$ cat src/rtl/hpte_pkg.sv
// Package: shared types and constants for the hashed page table engine.
`default_nettype none
package hpte_pkg;
  localparam int LOG_TABLE_BYTES_DEF = 16;
  localparam int ENTRIES_PER_GROUP = 8;
  localparam int HASH_BITS = 19;
  localparam int VSID_W = 24;
  localparam int PI_W = 16;
  localparam int API_W = 6;
  localparam int RPN_W = 20;
  // entry: valid, vsid, h, api, rpn, wimg, marked, pp
  localparam int ENTRY_W = 1 + VSID_W + 1 + API_W + RPN_W + 4 + 1 + 2;

  typedef enum logic [1:0] {
    FN_LOOKUP = 2'd0, FN_RESERVE = 2'd1, FN_COMMIT = 2'd2, FN_CLEAR = 2'd3
  } func_t;

  typedef enum logic [1:0] {
    ST_DONE = 2'd0, ST_HIT = 2'd1, ST_MISS = 2'd2, ST_LOCKED = 2'd3
  } status_t;

  typedef struct packed {
    logic            valid;
    logic [VSID_W-1:0] vsid;
    logic            hbit;
    logic [API_W-1:0] api;
    logic [RPN_W-1:0] rpn;
    logic [3:0]      wimg;
    logic            marked;
    logic [1:0]      pp;
  } entry_t;

  // controller -> datapath
  typedef struct packed {
    logic load;      // latch request
    logic rd;        // issue read of slot (grp, way)
    logic grp;       // 0 primary, 1 secondary
    logic [2:0] way;
    logic wr_mark;   // mark slot held in datapath
    logic wr_commit; // write mapping into held slot
    logic hold_slot; // remember current read slot and its entry
    logic clr_mark;  // write step of the sweep at clear counter
    logic clr_zero;  // sweep writes zero entries
  } ctl_t;

  // datapath -> controller
  typedef struct packed {
    logic match;   // read data matches request for this group
    logic free;    // read data is neither valid nor marked
  } stat_t;
endpackage
`default_nettype wire

$ cat src/rtl/hpte_ctrl.sv
// Controller: sequences search, slot take, write and mark sweep.
`default_nettype none
module hpte_ctrl #(
  parameter int LOG_TABLE_BYTES = hpte_pkg::LOG_TABLE_BYTES_DEF,
  localparam int IDX_W = LOG_TABLE_BYTES - 3
) (
  input  wire logic             clk,
  input  wire logic             rst,
  input  wire logic             in_fire,
  input  wire logic [1:0]       func_in,
  input  wire logic             locked,
  input  wire logic             out_free,
  input  wire hpte_pkg::stat_t  stat,
  output hpte_pkg::ctl_t        ctl,
  output logic                  clr_en,
  output logic [IDX_W-1:0]      clr_addr,
  output logic                  busy,
  output logic                  out_load,
  output hpte_pkg::status_t     res_status,
  output logic                  res_entry,  // report entry fields
  output logic                  res_slot    // report slot and group
);
  import hpte_pkg::*;
  typedef enum logic [2:0] {
    S_IDLE, S_CLRINIT, S_SRCH, S_TAKE, S_WR, S_OUT, S_SWEEP
  } state_t;
  state_t state;
  func_t func;
  logic [4:0] cnt;     // issued read count, bit3 = group
  logic       pend;    // a read result is valid this cycle
  logic [3:0] pcnt;
  logic       clr_rd;  // sweep: 0 read, 1 write

  always_comb begin
    ctl = '0;
    ctl.grp = cnt[3];
    ctl.way = cnt[2:0];
    ctl.load = in_fire;
    ctl.rd = (state == S_SRCH || state == S_TAKE) && !cnt[4];
    ctl.hold_slot = pend && ((state == S_TAKE && stat.free) ||
                             (state == S_SRCH && stat.match));
    ctl.wr_mark = state == S_WR && func == FN_RESERVE;
    ctl.wr_commit = state == S_WR && func == FN_COMMIT;
    ctl.clr_mark = clr_rd;
    ctl.clr_zero = state == S_CLRINIT;
    clr_en = state == S_SWEEP || state == S_CLRINIT;
    out_load = state == S_OUT && out_free;
  end

  assign busy = state != S_IDLE;

  always_ff @(posedge clk) begin
    if (rst) begin
      state <= S_CLRINIT;
      clr_addr <= '0;
      clr_rd <= 1'b0;
      cnt <= '0;
      pend <= 1'b0;
    end else begin
      pend <= ctl.rd;
      pcnt <= cnt[3:0];
      if (ctl.rd) cnt <= cnt + 5'd1;
      case (state)
        S_IDLE: begin
          if (in_fire) begin
            func <= func_t'(func_in);
            res_entry <= 1'b0; res_slot <= 1'b0;
            cnt <= '0;
            if (func_t'(func_in) == FN_CLEAR) begin
              clr_addr <= '0; clr_rd <= 1'b0;
              res_status <= ST_DONE;
              state <= S_SWEEP;
            end else if (func_t'(func_in) != FN_LOOKUP && locked) begin
              res_status <= ST_LOCKED;
              state <= S_OUT;
            end else begin
              state <= S_SRCH;
            end
          end
        end
        S_CLRINIT, S_SWEEP: begin
          // reset: write zero entries; clear: read-modify-write
          clr_rd <= !clr_rd;
          if (clr_rd) begin
            clr_addr <= clr_addr + IDX_W'(1);
            if (&clr_addr) state <= (state == S_CLRINIT) ? S_IDLE : S_OUT;
          end
        end
        S_SRCH: begin
          if (pend && stat.match) begin
            res_status <= ST_HIT; res_entry <= 1'b1; res_slot <= 1'b1;
            state <= S_OUT;
          end else if (pend && pcnt == 4'hf) begin
            if (func == FN_LOOKUP) begin
              res_status <= ST_MISS; state <= S_OUT;
            end else begin
              cnt <= '0; state <= S_TAKE;
            end
          end
        end
        S_TAKE: begin
          if (pend && stat.free) begin
            res_slot <= 1'b1;
            res_status <= ST_DONE;
            state <= S_WR;
          end else if (pend && pcnt == 4'hf) begin
            res_status <= ST_MISS; state <= S_OUT;
          end
        end
        S_WR: begin
          if (func == FN_COMMIT) res_entry <= 1'b1;
          state <= S_OUT;
        end
        S_OUT: begin
          if (out_free) state <= S_IDLE;
        end
        default: state <= S_IDLE;
      endcase
    end
  end

  assert property (@(posedge clk) disable iff (rst) in_fire |-> state == S_IDLE)
    else $error("item taken while busy");
  assert property (@(posedge clk) disable iff (rst) ctl.wr_mark |-> !ctl.wr_commit)
    else $error("mark and commit together");
  assert property (@(posedge clk) disable iff (rst)
    (state == S_WR) |-> $past(state) == S_TAKE)
    else $error("write without free slot");
endmodule
`default_nettype wire
$ cat config.mk
export PLATFORM = sky130hd
export DESIGN_NAME = hpte_ctrl
export DESIGN_NICKNAME = d
export VERILOG_FILES = /design/src/rtl/hpte_pkg.sv /design/src/rtl/hpte_ctrl.sv
export SDC_FILE = /design/constraint.sdc
export NUM_CORES = 1
export LEC_CHECK = 0
export ABC_AREA = 1
export BUFFER_PORTS_ARGS = -buffer_cell sky130_fd_sc_hd__buf_2
export CAP_MARGIN = 20
export CORE_UTILIZATION = 60
export CTS_BUF_LIST = sky130_fd_sc_hd__clkbuf_4 sky130_fd_sc_hd__clkbuf_8
export CTS_CLUSTER_DIAMETER = 60
export DETAILED_ROUTE_END_ITERATION = 6
export PLACE_DENSITY = 0.85
export SETUP_SLACK_MARGIN = 0.2
export SLEW_MARGIN = 20
export SYNTH_ARGS = -nofsm -noshare
export SYNTH_HDL_FRONTEND = slang
export SYNTH_SLANG_ARGS = --single-unit
export TNS_END_PERCENT = 10
$ cat constraint.sdc
create_clock -name clk -period 2.8 [get_ports clk]
set_input_delay 0 -clock clk [delete_from_list [all_inputs] [get_ports clk]]
set_output_delay 0 -clock clk [all_outputs]
set_load 0.02 [all_outputs]
# Word level (Yosys, flattened, before mapping)

Cells that the tools add are included.

Eq/ne operators: 22
Add/subtract/negate cells: 2
Reductions and logical operators: 32
Multiplexer cells: 41
Bitwise gates (word level): 1

Operators by type and width:

| operator                                                              | count |
|---|---|
| 13-bit 2-to-1 mux                                                     | 3 |
| 3-bit 2-to-1 mux                                                      | 12 |
| 13-bit one-hot mux with 2 select lines                                | 1 |
| 5-bit 2-to-1 mux                                                      | 5 |
| 3-bit one-hot mux with 6 select lines                                 | 1 |
| 2-bit 2-to-1 mux                                                      | 8 |
| 13-bit by 1-bit adder with 13-bit output, second input constant       | 1 |
| 13-bit AND reduction                                                  | 1 |
| 1-bit logical AND                                                     | 11 |
| 2-bit != test, second input constant                                  | 5 |
| 5-bit one-hot mux with 2 select lines                                 | 1 |
| 5-bit AND reduction                                                   | 2 |
| 3-bit equality test, second input constant                            | 3 |
| 3-bit by 1-bit != test with 1-bit output, second input constant       | 3 |
| 3-bit nonzero test                                                    | 3 |
| 7-bit AND reduction                                                   | 1 |
| 3-bit by 2-bit equality test with 1-bit output, second input constant | 2 |
| 1-bit 2-to-1 mux                                                      | 6 |
| 2-bit by 1-bit != test with 1-bit output, second input constant       | 3 |
| 1-bit one-hot mux with 3 select lines                                 | 2 |
| 2-bit one-hot mux with 3 select lines                                 | 1 |
| 3-bit AND reduction                                                   | 2 |
| 6-bit AND reduction                                                   | 1 |
| 5-bit by 1-bit adder with 5-bit output, second input constant         | 1 |
| 14 further kinds                                                      | 19 |

Bits of input ports: 9
Flip-flop bits (word level): 33

# Depth between registers and ports, before layout

Depth after elaboration: 8
Depth in mapped cells: 11
Mapped depth without buffers: 11

# Worst setup path after synthesis

OpenSTA, ideal clock, no wires.

Kind: reg2reg
Start: register state[2]
End: register res_entry (enable)
Cell stages (with the launch flop): 7
Slack: 1239 ps
Arrival time: 1248 ps
Buffers on the path: 0
Library setup time: 312 ps
Cell sequence: dfxtp_1 inv_2 nor3_1 inv_1 nor2_1 nor2_1 nor3_1

Longest elaborated chain between the ends: 3

Ends and longest elaborated chain:

| item                                                                                    | RTL line         | text |
|---|---|---|
| from (decl)                                                                             | hpte_ctrl.sv:27  | `state_t state;` |
| from (signal assigned)                                                                  | hpte_ctrl.sv:86  | `if (&clr_addr) state <= (state == S_CLRINIT) ? S_IDLE : S_OUT;` |
| 3-bit equality test, or another cell as far along                                       | hpte_ctrl.sv:63  | `case (state)` |
| 2-bit by 1-bit != test with 1-bit output (no source line), or another cell as far along | -                |  |
| 5-bit AND reduction (no source line) *                                                  | -                |  |
| to (signal assigned)                                                                    | hpte_ctrl.sv:67  | `res_entry <= 1'b0; res_slot <= 1'b0;` |
| to (signal assigned)                                                                    | hpte_ctrl.sv:91  | `res_status <= ST_HIT; res_entry <= 1'b1; res_slot <= 1'b1;` |
| to (signal assigned)                                                                    | hpte_ctrl.sv:111 | `if (func == FN_COMMIT) res_entry <= 1'b1;` |
| to (decl)                                                                               | hpte_ctrl.sv:20  | `output logic res_entry,` |

Mark *: on every way between the ends. The rest lies on a longest branch, timed or not.
A chain may end at the register's enable or synchronous reset.

# Worst setup path after layout

Start: register state[1]
End: register clr_addr[12]

Longest elaborated chain between the ends: 4

Ends and longest elaborated chain:

| item                                                                                         | RTL line        | text |
|---|---|---|
| 3-bit by 1-bit equality test with 1-bit output / 3-bit equality test (equally long branches) | hpte_ctrl.sv:63 |  |
| 2-bit OR reduction                                                                           | hpte_ctrl.sv:63 |  |
| 2-bit != test (no source line) / 2-bit nonzero test (equally long branches)                  | -               |  |
| 4-bit AND reduction (no source line)                                                         | -               |  |
| to (signal assigned)                                                                         | hpte_ctrl.sv:85 | `clr_addr <= clr_addr + IDX_W'(1);` |
| to (decl)                                                                                    | hpte_ctrl.sv:16 | `output logic [IDX_W-1:0] clr_addr,` |

Several ways; a longest one is shown, not always the timed one.

==> results.md <==
- Setup Skew: 5.20 ps
- GR Overflow Total: 0
- Wire length per cell: approximately 12 um
- P_int: 875 uW
- Share of the synthesized area in the top cell type: 23.7%
- Fin crit share: between 60% and 70%
- First drt pass iteration count: 4
- Routed wire length: 4.37 mm
- Die width: 58.9 um
- GRT Util Overall: 26.5%
- TNS Setup: 0 ps
- Hold Startpoint: rst
- Mean Syn Cell Area: 6.97 um^2
- Most used DFF post-synth: dfxtp_1
- Most frequent cell after synthesis: nand2_1
- DRC Markers: 0
- Placed cell area: between 2000 and 2500 um^2
- Number of core rows: 20
- Power density over cell area: around 790 nW/um^2
- Die H: 58.9 um
- R2r setup slk: 1060 ps
- Worst-case reg-to-reg path depth: 11
- Setup Crit Path Kind: register to register
- Final Util: 71.6%
- Worst EP required: 3060 ps
- Endpoint, Worst Hold: clr_addr[9]$_SDFFE_PP0P_
- Number of flops mapped to enable cells by yosys: 10
- Core ar.: slightly above 3000 um^2
- Clock Latency Late Sink: 350 ps
- Synth area leader: dfxtp_1
- Crit Reg-Reg Startpoint: state[1]$_SDFFE_PP0P_
- Worst path slowest cell: dfxtp_1
- Nets: 328
- Critical path cell sequence: inv_2 > nand3_2 > nand2_4 > nand2_2 > nand2_2 > inv_1 > nand2_2 > nand2_1 > o21ai_0 > nand2_1 > inv_1
- Layout area overhead: 12.4%
- First-pass GRT wire length: 6.94 mm
- Sequential area share after synthesis: 39.1%
- Synthesized area: 1940 um^2
- Asr flop ratio synth: 0%
- # setup viols final: 0
- Slew Viols, Final: 0
- Combinational power share: 48.8%
- Starting DRT DRC Count: 135
- Switching power: 849 uW
- CP max stage delay: 490 ps
- Worst-margin pin slew: 372 ps
- Worst hold path type: input pin to register
- Layout cell share with drive strength beyond 1: 19.8%
- Root Buffer: clkbuf_4
- Worst hold path depth: 2
- Maxcap violations: 0
- Antenna cells: 0
- Port buffer count: 39
- Largest net degree at the start of global routing: 15
- Rel. slew slack: approximately 75%
- Post-CTS Setup Bufs: 0
- Synth top area cells: dfxtp_1 24%, edfxtp_1 15%, nand2_1 14%
- Die area: 3470 um^2
- TritonCTS clock tree: built
- Initial antenna violation count: 0
- Vias in the first global route: 1508
- Max FO, Critical Path: 13
- Reg clk slew, reported paths: 100 ps
- Via density: 5.15
- Yosys reg bits: 33
- Initial Util: between 60% and 70%
- Max IR drop VDD: ~0.66 mV
- Crit path arrival time: slightly below 2000 ps
- Status: finished, final reports clean
- Final instance area: 2190 um^2
- Syn_nets: 290
- Lkg Pwr: 0.00105 uW
- Most frequent cells after synthesis: 71 x nand2_1, 55 x nor2_1, 25 x inv_1
- HPWL Detailed: approximately 3.3 mm
- Cells after synthesis: 279
- Tmin final: between 1500 and 2000 ps
- Worst setup EP type: register
- I/O pins: 40
- Crit-path most repeated cell: nand2_2
- Reg-to-reg endpoint: clr_addr[12]$_SDFFE_PP0P_
- CP startpoint kind: register
- RSZ-0062 raised after global routing: no
- Vias: 1864
- ANT nets after route: 0
- YS warnings: 0
- Pwr Total: approximately 1700 uW
- Sw frac: 49.2%
- Number of distinct library cells after synthesis: 28
- H-tree Lvls: 2
- Number of hold violations in the final report: 0
- Power share of the clock group: ~16%
- Max Clk Rate: 575 MHz
- CTS sink count: 33
- CTS Buf Count: 5
- Flop pwr share: 35.5%
- Gpl congestion: 0.957
- Fin Hold WS: 12.4 ps
- CTS max path bufs: 2
==> final cells by class <==
class / count / area, um^2
fill: 267 / 867
multi-input combinational: 205 / 985
tap: 44 / 55.1
inverter: 31 / 116
clock inverter: 3 / 16.3
clock buffer: 5 / 37.5
timing repair buffer: 41 / 215
sequential: 33 / 761
==> critical path, delay by kind of cell (launching register included) <==
kind | cells | cell delay [ps]
buf+inv | 3 | 210
compound gates | 1 | 120
simple gates | 7 | 820
flops | 1 | 490
==> layout by cell type (no fill, tap or decap), types with 5 or more instances in the layout <==
master and count:
nor2_1 55, o21ai_0 9, xor2_1 7, inv_1 25, edfxtp_1 10, buf_2 39
clkbuf_4 5, nor3_1 7, nand3_1 20, a21oi_1 10, dfxtp_1 23, inv_2 5
nand2_1 71, nand4_1 7
==> registers in the layout (all words and copies together), names as in the netlist <==
register / count
res_status: 2
res_slot: 1
state: 3
res_entry: 1
cnt: 5
func: 2
pcnt: 4
pend: 1
clr_addr: 13
clr_rd: 1
==> power groups by stage <==
stage / Clock [uW] / Combinational (uW) / Sequential, uW
floorplan: 0 / 721 / 629
global placement: 0 / 832 / 619
detailed placement: 0 / 826 / 620
CTS: 270 / 836 / 609
global route: 286 / 937 / 616
finish: 271 / 841 / 611
==> per-stage QoR <==
stage                     setup WS (ps)  instances
after floorplan                    1240        279
after global placement             1110        352
after CTS                          1080        362
final                              1060        362
after detailed placement           1100        352
after global routing                872        362
==> timing repair <==
item                      in CTS  in global routing
hold endpoints to repair       2                  0
hold buffers                   2                  0
resized for setup              0                  0
==> worst max path at each step <==
stage | slack, ps | startpoint | to
4_1_cts | 1080 | state[1]$_SDFFE_PP0P_ | clr_addr[12]$_SDFFE_PP0P_
6_report | 1060 | state[1]$_SDFFE_PP0P_ | clr_addr[12]$_SDFFE_PP0P_
3_5_place_dp | 1100 | state[1]$_SDFFE_PP0P_ | clr_addr[12]$_SDFFE_PP0P_
5_1_grt | 870 | state[2]$_SDFFE_PP0P_ | clr_addr[12]$_SDFFE_PP0P_
2_1_floorplan | 1240 | state[2]$_SDFFE_PP0P_ | res_entry$_DFFE_PP_
3_3_place_gp | 1110 | state[1]$_SDFFE_PP0P_ | res_status[0]$_DFFE_PP_
==> kinds of logic after synthesis <==
family	after synthesis	synth area share, %
DFF	33	39.1
and+or+nand+nor	169	37.3
AOI/OAI and AO/OA	23	7.01
buffers and inverters	41	10.2
adders and majority gates	2	1.29
xor gates and xnor gates	10	4.50
muxes	1	0.515
==> routing by layer <==
metal / global-route usage (%) / vias to the layer above / wire length, um / part of all wire, %
met5: 0 / - / 0 / 0
met4: 9.18 / 0 / 57 / 1.3
met3: 5.27 / 7 / 345 / 7.9
met2: 39.1 / 79 / 1880 / 43
met1: 38.6 / 815 / 2090 / 48
li1: - / 963 / - / -
(Power assumes the default switching activity.)
